### src/sv/scfe_pkg.sv
// Shared types and constants of the sum-checked frame encoder.
package scfe_pkg;

   localparam logic FUNC_BEGIN = 1'b0;
   localparam logic FUNC_DATA  = 1'b1;

   localparam logic [7:0] START_BYTE = 8'h3a;
   localparam logic [7:0] CR_BYTE    = 8'h0d;
   localparam logic [7:0] LF_BYTE    = 8'h0a;

   localparam logic CSR_DEVICE_ADDRESS = 1'b0;
   localparam logic CSR_COMPACT_FORMAT = 1'b1;

   localparam int BURST_MAX = 11;
   localparam int BURST_CW  = 4;

   typedef struct packed {
      logic [BURST_MAX-1:0][7:0] bytes;
      logic [BURST_CW-1:0]       count;
      logic                      end_flag;
      logic                      err_flag;
   } burst_type;

   typedef struct packed {
      logic        open;
      logic [9:0]  remaining;
      logic [15:0] sum;
      logic        compact;
   } frame_state_type;

endpackage

### src/sv/scfe_channels.sv
// Valid/ready channel interfaces for the request and response sides.
interface scfe_req_if;
   logic        valid;
   logic        ready;
   logic        func;
   logic [15:0] function_code;
   logic [9:0]  payload_length;
   logic [7:0]  data_byte;

   modport source (output valid, func, function_code, payload_length, data_byte,
                   input ready);
   modport sink   (input valid, func, function_code, payload_length, data_byte,
                   output ready);
endinterface

interface scfe_rsp_if;
   logic       valid;
   logic       ready;
   logic [7:0] out_byte;
   logic       run_last;
   logic       frame_end;
   logic       error;

   modport source (output valid, out_byte, run_last, frame_end, error, input ready);
   modport sink   (input valid, out_byte, run_last, frame_end, error, output ready);
endinterface

### src/sv/scfe_build.sv
// Combinational burst builder: turns one request and the frame state into a byte burst.
module scfe_build
   import scfe_pkg::*;
#(
   parameter int MAX_PAYLOAD = 512
) (
   input  logic            func,
   input  logic [15:0]     function_code,
   input  logic [9:0]      payload_length,
   input  logic [7:0]      data_byte,
   input  logic [15:0]     device_address,
   input  logic            compact_format,
   input  frame_state_type state_cur,
   output frame_state_type state_nxt,
   output burst_type       burst
);

   localparam logic [16:0] MaxLen = 17'(MAX_PAYLOAD);

   logic [9:0]  len_sat;
   logic [15:0] begin_sum;
   logic [15:0] data_sum;
   logic [9:0]  rem_dec;

   always_comb begin
      if ({7'b0, payload_length} > MaxLen) begin
         len_sat = MaxLen[9:0];
      end else begin
         len_sat = payload_length;
      end
      if (compact_format) begin
         begin_sum = 16'(function_code + {6'b0, len_sat});
      end else begin
         begin_sum = 16'(device_address + function_code + {6'b0, len_sat});
      end
      data_sum = 16'(state_cur.sum + {8'b0, data_byte});
      rem_dec  = (state_cur.remaining != 10'd0) ? 10'(state_cur.remaining - 10'd1) : 10'd0;
   end

   always_comb begin
      state_nxt = state_cur;
      burst     = '0;
      if (func == FUNC_BEGIN) begin
         state_nxt.compact   = compact_format;
         state_nxt.sum       = begin_sum;
         state_nxt.open      = (len_sat != 10'd0);
         state_nxt.remaining = len_sat;
         burst.bytes[0]      = START_BYTE;
         if (compact_format) begin
            burst.bytes[1] = function_code[7:0];
            burst.bytes[2] = len_sat[7:0];
            burst.count    = 4'd3;
            if (len_sat == 10'd0) begin
               burst.bytes[3] = begin_sum[7:0];
               burst.bytes[4] = begin_sum[15:8];
               burst.count    = 4'd5;
               burst.end_flag = 1'b1;
            end
         end else begin
            burst.bytes[1] = device_address[7:0];
            burst.bytes[2] = device_address[15:8];
            burst.bytes[3] = function_code[7:0];
            burst.bytes[4] = function_code[15:8];
            burst.bytes[5] = len_sat[7:0];
            burst.bytes[6] = {6'b0, len_sat[9:8]};
            burst.count    = 4'd7;
            if (len_sat == 10'd0) begin
               burst.bytes[7]  = begin_sum[7:0];
               burst.bytes[8]  = begin_sum[15:8];
               burst.bytes[9]  = CR_BYTE;
               burst.bytes[10] = LF_BYTE;
               burst.count     = 4'd11;
               burst.end_flag  = 1'b1;
            end
         end
      end else if (!state_cur.open) begin
         // Payload byte with no frame open: a single error result.
         burst.count    = 4'd1;
         burst.err_flag = 1'b1;
      end else begin
         state_nxt.sum       = data_sum;
         state_nxt.remaining = rem_dec;
         burst.bytes[0]      = data_byte;
         burst.count         = 4'd1;
         if (rem_dec == 10'd0) begin
            state_nxt.open = 1'b0;
            burst.bytes[1] = data_sum[7:0];
            burst.bytes[2] = data_sum[15:8];
            burst.end_flag = 1'b1;
            if (state_cur.compact) begin
               burst.count = 4'd3;
            end else begin
               burst.bytes[3] = CR_BYTE;
               burst.bytes[4] = LF_BYTE;
               burst.count    = 4'd5;
            end
         end
      end
   end

endmodule

### src/sv/sum_checked_frame_encoder.sv
// Top level of the sum-checked frame encoder: input register, burst register, byte output.
//
// The encoder turns begin and payload requests into a framed byte stream. A begin
// request sends the 0x3a start byte and the header (address, function code and length,
// little-endian; the compact format sends only the low bytes of function and length),
// each payload request sends its byte, and the frame closes with a 16-bit wrapping sum,
// low byte first, followed by CR LF in the full format. Lengths above MAX_PAYLOAD are
// clamped, and the clamped value is what the header carries. Every response transfer
// moves one byte; a request yields one byte for a plain payload byte or an error and
// three to eleven bytes for a header or a frame-closing byte. The burst register sends
// the bytes of each request in order; an input register ahead of it takes the next
// request while the current burst drains, so payload bytes stream at one per cycle
// while the output accepts them. The last byte of each burst carries run_last, the
// last byte of a complete frame also carries frame_end, and a payload byte with no
// frame open yields a single zero byte with error set. Configuration writes are meant
// for idle periods and take effect on the next begin request.
module sum_checked_frame_encoder
   import scfe_pkg::*;
#(
   parameter int MAX_PAYLOAD = 512
) (
   input  logic        clock,
   input  logic        reset,
   scfe_req_if.sink    req_bus,
   scfe_rsp_if.source  rsp_bus,
   input  logic        csr_write_en,
   input  logic        csr_index,
   input  logic [15:0] csr_write_data
);

   // Configuration registers.
   logic [15:0] dev_addr_ff, dev_addr_in;
   logic        compact_ff, compact_in;

   // Input register.
   logic        in_valid_ff, in_valid_in;
   logic        in_func_ff;
   logic [15:0] in_code_ff;
   logic [9:0]  in_len_ff;
   logic [7:0]  in_data_ff;

   // Frame state and burst register.
   frame_state_type     state_ff, state_in, state_nxt;
   burst_type           burst_ff, burst_nxt;
   logic                burst_valid_ff, burst_valid_in;
   logic [BURST_CW-1:0] idx_ff, idx_in;

   logic req_xfer;
   logic rsp_xfer;
   logic last_byte;
   logic load;

   scfe_build #(
      .MAX_PAYLOAD(MAX_PAYLOAD)
   ) u_build (
      .func          (in_func_ff),
      .function_code (in_code_ff),
      .payload_length(in_len_ff),
      .data_byte     (in_data_ff),
      .device_address(dev_addr_ff),
      .compact_format(compact_ff),
      .state_cur     (state_ff),
      .state_nxt     (state_nxt),
      .burst         (burst_nxt)
   );

   assign last_byte = (idx_ff == 4'(burst_ff.count - 4'd1));
   assign rsp_xfer  = rsp_bus.valid && rsp_bus.ready;
   // The burst register refills when it is empty or its last byte is leaving.
   assign load      = in_valid_ff && (!burst_valid_ff || (rsp_xfer && last_byte));
   assign req_bus.ready = !in_valid_ff || load;
   assign req_xfer  = req_bus.valid && req_bus.ready;

   assign rsp_bus.valid     = burst_valid_ff;
   assign rsp_bus.out_byte  = burst_ff.bytes[idx_ff];
   assign rsp_bus.run_last  = last_byte;
   assign rsp_bus.frame_end = burst_ff.end_flag && last_byte;
   assign rsp_bus.error     = burst_ff.err_flag;

   always_comb begin
      dev_addr_in = dev_addr_ff;
      compact_in  = compact_ff;
      if (csr_write_en) begin
         case (csr_index)
            CSR_DEVICE_ADDRESS: dev_addr_in = csr_write_data;
            CSR_COMPACT_FORMAT: compact_in  = csr_write_data[0];
            default: ;
         endcase
      end

      in_valid_in = in_valid_ff;
      if (req_xfer) begin
         in_valid_in = 1'b1;
      end else if (load) begin
         in_valid_in = 1'b0;
      end

      // The frame state advances exactly when a request moves into the burst register.
      state_in       = load ? state_nxt : state_ff;
      burst_valid_in = burst_valid_ff;
      idx_in         = idx_ff;
      if (load) begin
         burst_valid_in = 1'b1;
         idx_in         = '0;
      end else if (rsp_xfer) begin
         if (last_byte) begin
            burst_valid_in = 1'b0;
            idx_in         = '0;
         end else begin
            idx_in = 4'(idx_ff + 4'd1);
         end
      end
   end

   always_ff @(posedge clock) begin
      if (reset) begin
         dev_addr_ff    <= 16'd1;
         compact_ff     <= 1'b0;
         in_valid_ff    <= 1'b0;
         state_ff       <= '0;
         burst_valid_ff <= 1'b0;
         idx_ff         <= '0;
      end else begin
         dev_addr_ff    <= dev_addr_in;
         compact_ff     <= compact_in;
         in_valid_ff    <= in_valid_in;
         state_ff       <= state_in;
         burst_valid_ff <= burst_valid_in;
         idx_ff         <= idx_in;
      end
   end

   always_ff @(posedge clock) begin
      if (req_xfer) begin
         in_func_ff <= req_bus.func;
         in_code_ff <= req_bus.function_code;
         in_len_ff  <= req_bus.payload_length;
         in_data_ff <= req_bus.data_byte;
      end
      if (load) begin
         burst_ff <= burst_nxt;
      end
   end

   // The byte pointer never runs past the end of the burst being sent.
   a_idx_in_burst: assert property (@(posedge clock) disable iff (reset)
      burst_valid_ff |-> (idx_ff < burst_ff.count))
      else $error("burst index beyond burst length");

   // An open frame always still expects payload bytes.
   a_open_has_bytes: assert property (@(posedge clock) disable iff (reset)
      state_ff.open |-> (state_ff.remaining != 10'd0))
      else $error("frame open with no payload remaining");

   // Error results stand alone and never close a frame.
   a_error_single: assert property (@(posedge clock) disable iff (reset)
      (burst_valid_ff && burst_ff.err_flag) |-> (burst_ff.count == 4'd1 && !burst_ff.end_flag))
      else $error("error burst longer than one byte");

   // The frame state only changes when a request enters the burst register.
   a_state_moves_on_load: assert property (@(posedge clock) disable iff (reset)
      !load |=> $stable(state_ff))
      else $error("frame state changed without a load");

endmodule
### src/flat_wrapper.sv
// flat-port wrapper written by rule: the top's interface ports become plain ports
module sum_checked_frame_encoder_flat import scfe_pkg::*;
#(
   parameter int MAX_PAYLOAD = 512
)
  (clock, reset, csr_write_en, csr_index, csr_write_data, req_bus_valid, req_bus_func, req_bus_function_code, req_bus_payload_length, req_bus_data_byte, req_bus_ready, rsp_bus_valid, rsp_bus_out_byte, rsp_bus_run_last, rsp_bus_frame_end, rsp_bus_error, rsp_bus_ready);
  scfe_req_if req_bus_i ();
  scfe_rsp_if rsp_bus_i ();
  input  logic clock;
  input  logic reset;
  input  logic csr_write_en;
  input  logic csr_index;
  input  logic [15:0] csr_write_data;
  input wire logic [$bits(req_bus_i.valid)-1:0] req_bus_valid;
  input wire logic [$bits(req_bus_i.func)-1:0] req_bus_func;
  input wire logic [$bits(req_bus_i.function_code)-1:0] req_bus_function_code;
  input wire logic [$bits(req_bus_i.payload_length)-1:0] req_bus_payload_length;
  input wire logic [$bits(req_bus_i.data_byte)-1:0] req_bus_data_byte;
  output wire logic [$bits(req_bus_i.ready)-1:0] req_bus_ready;
  output wire logic [$bits(rsp_bus_i.valid)-1:0] rsp_bus_valid;
  output wire logic [$bits(rsp_bus_i.out_byte)-1:0] rsp_bus_out_byte;
  output wire logic [$bits(rsp_bus_i.run_last)-1:0] rsp_bus_run_last;
  output wire logic [$bits(rsp_bus_i.frame_end)-1:0] rsp_bus_frame_end;
  output wire logic [$bits(rsp_bus_i.error)-1:0] rsp_bus_error;
  input wire logic [$bits(rsp_bus_i.ready)-1:0] rsp_bus_ready;
  assign req_bus_i.valid = req_bus_valid;
  assign req_bus_i.func = req_bus_func;
  assign req_bus_i.function_code = req_bus_function_code;
  assign req_bus_i.payload_length = req_bus_payload_length;
  assign req_bus_i.data_byte = req_bus_data_byte;
  assign req_bus_ready = req_bus_i.ready;
  assign rsp_bus_valid = rsp_bus_i.valid;
  assign rsp_bus_out_byte = rsp_bus_i.out_byte;
  assign rsp_bus_run_last = rsp_bus_i.run_last;
  assign rsp_bus_frame_end = rsp_bus_i.frame_end;
  assign rsp_bus_error = rsp_bus_i.error;
  assign rsp_bus_i.ready = rsp_bus_ready;
  sum_checked_frame_encoder #(.MAX_PAYLOAD(MAX_PAYLOAD)) u_core (.clock(clock), .reset(reset), .req_bus(req_bus_i), .rsp_bus(rsp_bus_i), .csr_write_en(csr_write_en), .csr_index(csr_index), .csr_write_data(csr_write_data));
endmodule
### config.mk
export PLATFORM = sky130hd
export DESIGN_NAME = sum_checked_frame_encoder_flat
export DESIGN_NICKNAME = d
export VERILOG_FILES = /design/src/sv/scfe_pkg.sv /design/src/sv/scfe_channels.sv /design/src/sv/scfe_build.sv /design/src/sv/sum_checked_frame_encoder.sv /design/src/flat_wrapper.sv
export SDC_FILE = /design/constraint.sdc
export NUM_CORES = 1
export LEC_CHECK = 0
export ABC_AREA = 0
export BUFFER_PORTS_ARGS = -buffer_cell sky130_fd_sc_hd__buf_2
export CORE_MARGIN = 2
export CORE_UTILIZATION = 55
export CTS_BUF_LIST = sky130_fd_sc_hd__clkbuf_4 sky130_fd_sc_hd__clkbuf_8 sky130_fd_sc_hd__clkbuf_16
export CTS_CLUSTER_DIAMETER = 40
export DETAILED_ROUTE_END_ITERATION = 10
export PLACE_DENSITY = 0.73
export SYNTH_ARGS = -nofsm -noshare
export SYNTH_HDL_FRONTEND = slang
export SYNTH_HIERARCHICAL = 1
export SYNTH_SLANG_ARGS = --single-unit
### constraint.sdc
create_clock -name clock -period 3.95 [get_ports clock]
set_clock_uncertainty 0.05 [all_clocks]
set_input_delay 0.79 -clock clock [delete_from_list [all_inputs] [get_ports clock]]
set_output_delay 0.79 -clock clock [all_outputs]
set_load 0.005 [all_outputs]
==> results.sh <==
export IMPL_mostFrequentLayoutCells="edfxtp_1, nor2_1, nand2_1, mux2i_1, buf_2"
export IMPL_clockBufferDepth=2
export IMPL_drive_gt1_share_pct=16.51
export IMPL_fin_ws_ns=0.2338
export IMPL_root_buffer="clkbuf_16"
export IMPL_gp_congestion=0.9805
export IMPL_min_period_ns=3.716
export IMPL_syn_area_sq_mm=0.01069
export IMPL_dieArea_sq_mm=0.02057
export IMPL_outcome="completed"
export IMPL_wl_um=27800
export IMPL_async_reset_ff_share_pct=0
export IMPL_syn_inst=1007
export IMPL_synth_seq_area_share_pct=45.78
export IMPL_path_clk_slew_ns=0.07
export IMPL_cts_sinks=180
export IMPL_io_buffer_count=69
export IMPL_ir_worst_vdd_v=0.0003198
export IMPL_nets=1177
export IMPL_final_setup_tns_ns=0
export IMPL_clk_latency_ns=0.44
export IMPL_dieWidth_um=143.4
export IMPL_p_int_mw=3.341
export IMPL_tritoncts="yes"
export IMPL_cellPowerDensity_mw_per_mm2=401.1
export IMPL_fmax_mhz=269.1
export IMPL_switching_share_pct=29.85
export IMPL_grt_start_max_net_pins=51
export IMPL_combPwrFrac_pct=18.9
export IMPL_dr_first_iter_drc_count=717
export IMPL_dpl_hpwl_um=20820
export IMPL_switchingPower_mw=1.422
export IMPL_yosysWarnings=6
export IMPL_htree_levels=4
export IMPL_post_place_ws_ns=0.2772
export IMPL_grt_ovfl_total=0
export IMPL_maxSlewViolCount=0
export IMPL_hold_path_class="reg2reg"
export IMPL_grt_use_total_pct=27.78
export IMPL_endpoint_kind="register"
export IMPL_initial_core_util_pct=56.60
export IMPL_die_h_um=143.4
export IMPL_rows=50
export IMPL_area_growth_pct=11.03
export IMPL_numCtsBuffers=17
export IMPL_timing_slew_headroom_pct=27.84
export IMPL_required_ns=4.18
export IMPL_synth_ff_type="edfxtp_1"
export IMPL_ant_nets=0
export IMPL_hold_viol_final=0
export IMPL_core_region_area_sq_mm=0.01889
export IMPL_vias=8011
export IMPL_drv_cap=0
export IMPL_avgSynthCellArea_sq_um=10.62
export IMPL_crit_type="reg2reg"
export IMPL_worstPathArrival_ns=3.94
export IMPL_first_pass_iters=5
export IMPL_final_setup_viol_count=0
export IMPL_finalCritPeriodShare_pct=94.08
export IMPL_synth_edf_count=129
export IMPL_grt_first_pass_wirelength_um=42310
export IMPL_cp_start_kind="register"
export IMPL_drc=0
export IMPL_ys_ff_latch=180
export IMPL_cp_max_fo=9
export IMPL_via_per_inst=5.987
export IMPL_antenna_found_initial=0
export IMPL_diodes=0
export IMPL_synth_cell_types=84
export IMPL_wl_per_cell_um=20.78
export IMPL_grt_pass1_vias=7443
export IMPL_ios=70
export IMPL_leakage_nw=4.715
export IMPL_seqPwrFrac_pct=46.8
export IMPL_final_common_cell="edfxtp_1"
export IMPL_clkPwrFrac_pct=34.3
export IMPL_worstMarginPinSlew_ns=1.082
==> power groups by stage <==
stage	Sequential (mW)	Combinational [mW]	Clock, mW
finish	2.23	0.901	1.63
CTS	2.23	0.869	1.65
detailed placement	2.27	0.861	0
global placement	2.26	0.855	0
floorplan	2.23	0.643	0
global route	2.24	0.978	1.73
==> routing by layer <==
metal	up-vias	share of wire [%]	global-route usage, %
met5	-	0	0
met3	55	7.3	4.998
met1	3853	43	38.26
li1	3773	-	-
met4	0	3.1	10.94
met2	330	46	43.88
==> worst max-delay path, cell delays in order, from the launching register on <==
cell      delay (ns)
edfxtp_1        0.40
nor4_2          0.28
nand3_1         0.15
nand2_1         0.14
and2_1          0.21
buf_4           0.15
ha_1            0.27
nor2b_4         0.15
o311ai_2        0.31
o211ai_2        0.16
a221o_1         0.49
xor2_1          0.22
mux2i_1         0.22
mux2i_1         0.10
mux2i_1         0.19
nor2_1          0.06
==> cell usage after synthesis (23+ instances only) <==
cell,instances,area share [%]
edfxtp_1,129,36
dfxtp_1,51,9.5
mux2i_1,75,7.0
a21oi_1,60,2.8
buf_4,24,1.7
xor2_1,30,2.5
nor2_1,97,3.4
clkbuf_1,33,1.2
inv_1,23,0.81
ha_1,42,4.9
o21ai_0,45,2.1
nand2_1,86,3.0
and3_1,23,1.3
==> registers in the layout, indices dropped and copies added (netlist names) <==
signal / cells
u_core/burst_ff: 93
u_core/state_ff: 28
u_core/dev_addr_ff: 16
u_core/in_code_ff: 16
u_core/in_len_ff: 10
u_core/in_data_ff: 8
u_core/idx_ff: 4
u_core/compact_ff: 1
u_core/in_func_ff: 1
u_core/in_valid_ff: 1
u_core/rsp_bus.error: 1
u_core/rsp_bus.valid: 1
==> path summary, 6_finish.rpt <==
check | start | endpoint | slack, ns | cells after the start
max | u_core/in_len_ff[2] | u_core/state_ff[11] | 0.23 | 15
min | u_core/dev_addr_ff[11] | u_core/dev_addr_ff[11] | 0.46 | 2
max reg2reg | u_core/in_len_ff[2] | u_core/state_ff[11] | 0.23 | 15
min reg2reg | u_core/dev_addr_ff[11] | u_core/dev_addr_ff[11] | 0.46 | 2
==> per-stage QoR <==
step                cell area (sq um)  total power [mW]  instances  utilization, %  hold slack [ns]
CTS                             11790             4.747       1332           62.41           0.4568
detailed placement              11230             3.129       1300           59.44           0.4535
floorplan                       10750             2.870       1023               -           0.3987
finish                          11870             4.762       1338           62.84           0.4641
global route                    11870             4.944       1338           62.84           0.4577
global placement                11230             3.119       1300           59.44           0.4486
==> layout make-up <==
class / instances / area (sq um)
Fill cell: 1540 / 7020
Clock inverter: 14 / 128.9
Timing Repair Buffer: 100 / 603.1
Tap cell: 260 / 325.3
Inverter: 27 / 102.6
Clock buffer: 18 / 432.9
Multi-Input combinational cell: 739 / 5385
Sequential cell: 180 / 4895
==> repair_timing <==
action | in CTS | in global routing
hold buffers | 0 | 0
gates resized for setup | 0 | 5
hold endpoints to repair | 0 | 0
setup endpoints to repair | 0 | 5
setup buffers | 0 | 6
==> logic make-up (layout without fill, tap and decap cells) <==
| family | count (synthesis) | after routing | synth area share [%] |
|---|---|---|---|
| adder cells (fa/ha/maj) | 55 | 55 | 7.348 |
| other | 2 | 18 | 0.07023 |
| flip-flops | 180 | 180 | 45.78 |
| AND/OR/NAND/NOR | 306 | 306 | 13.82 |
| AO/OA/AOI/OAI | 216 | 216 | 13.05 |
| multiplexers | 94 | 94 | 10.71 |
| buffers and inverters | 104 | 159 | 5.008 |
| XOR/XNOR | 50 | 50 | 4.224 |
(Power assumes the default switching activity.)
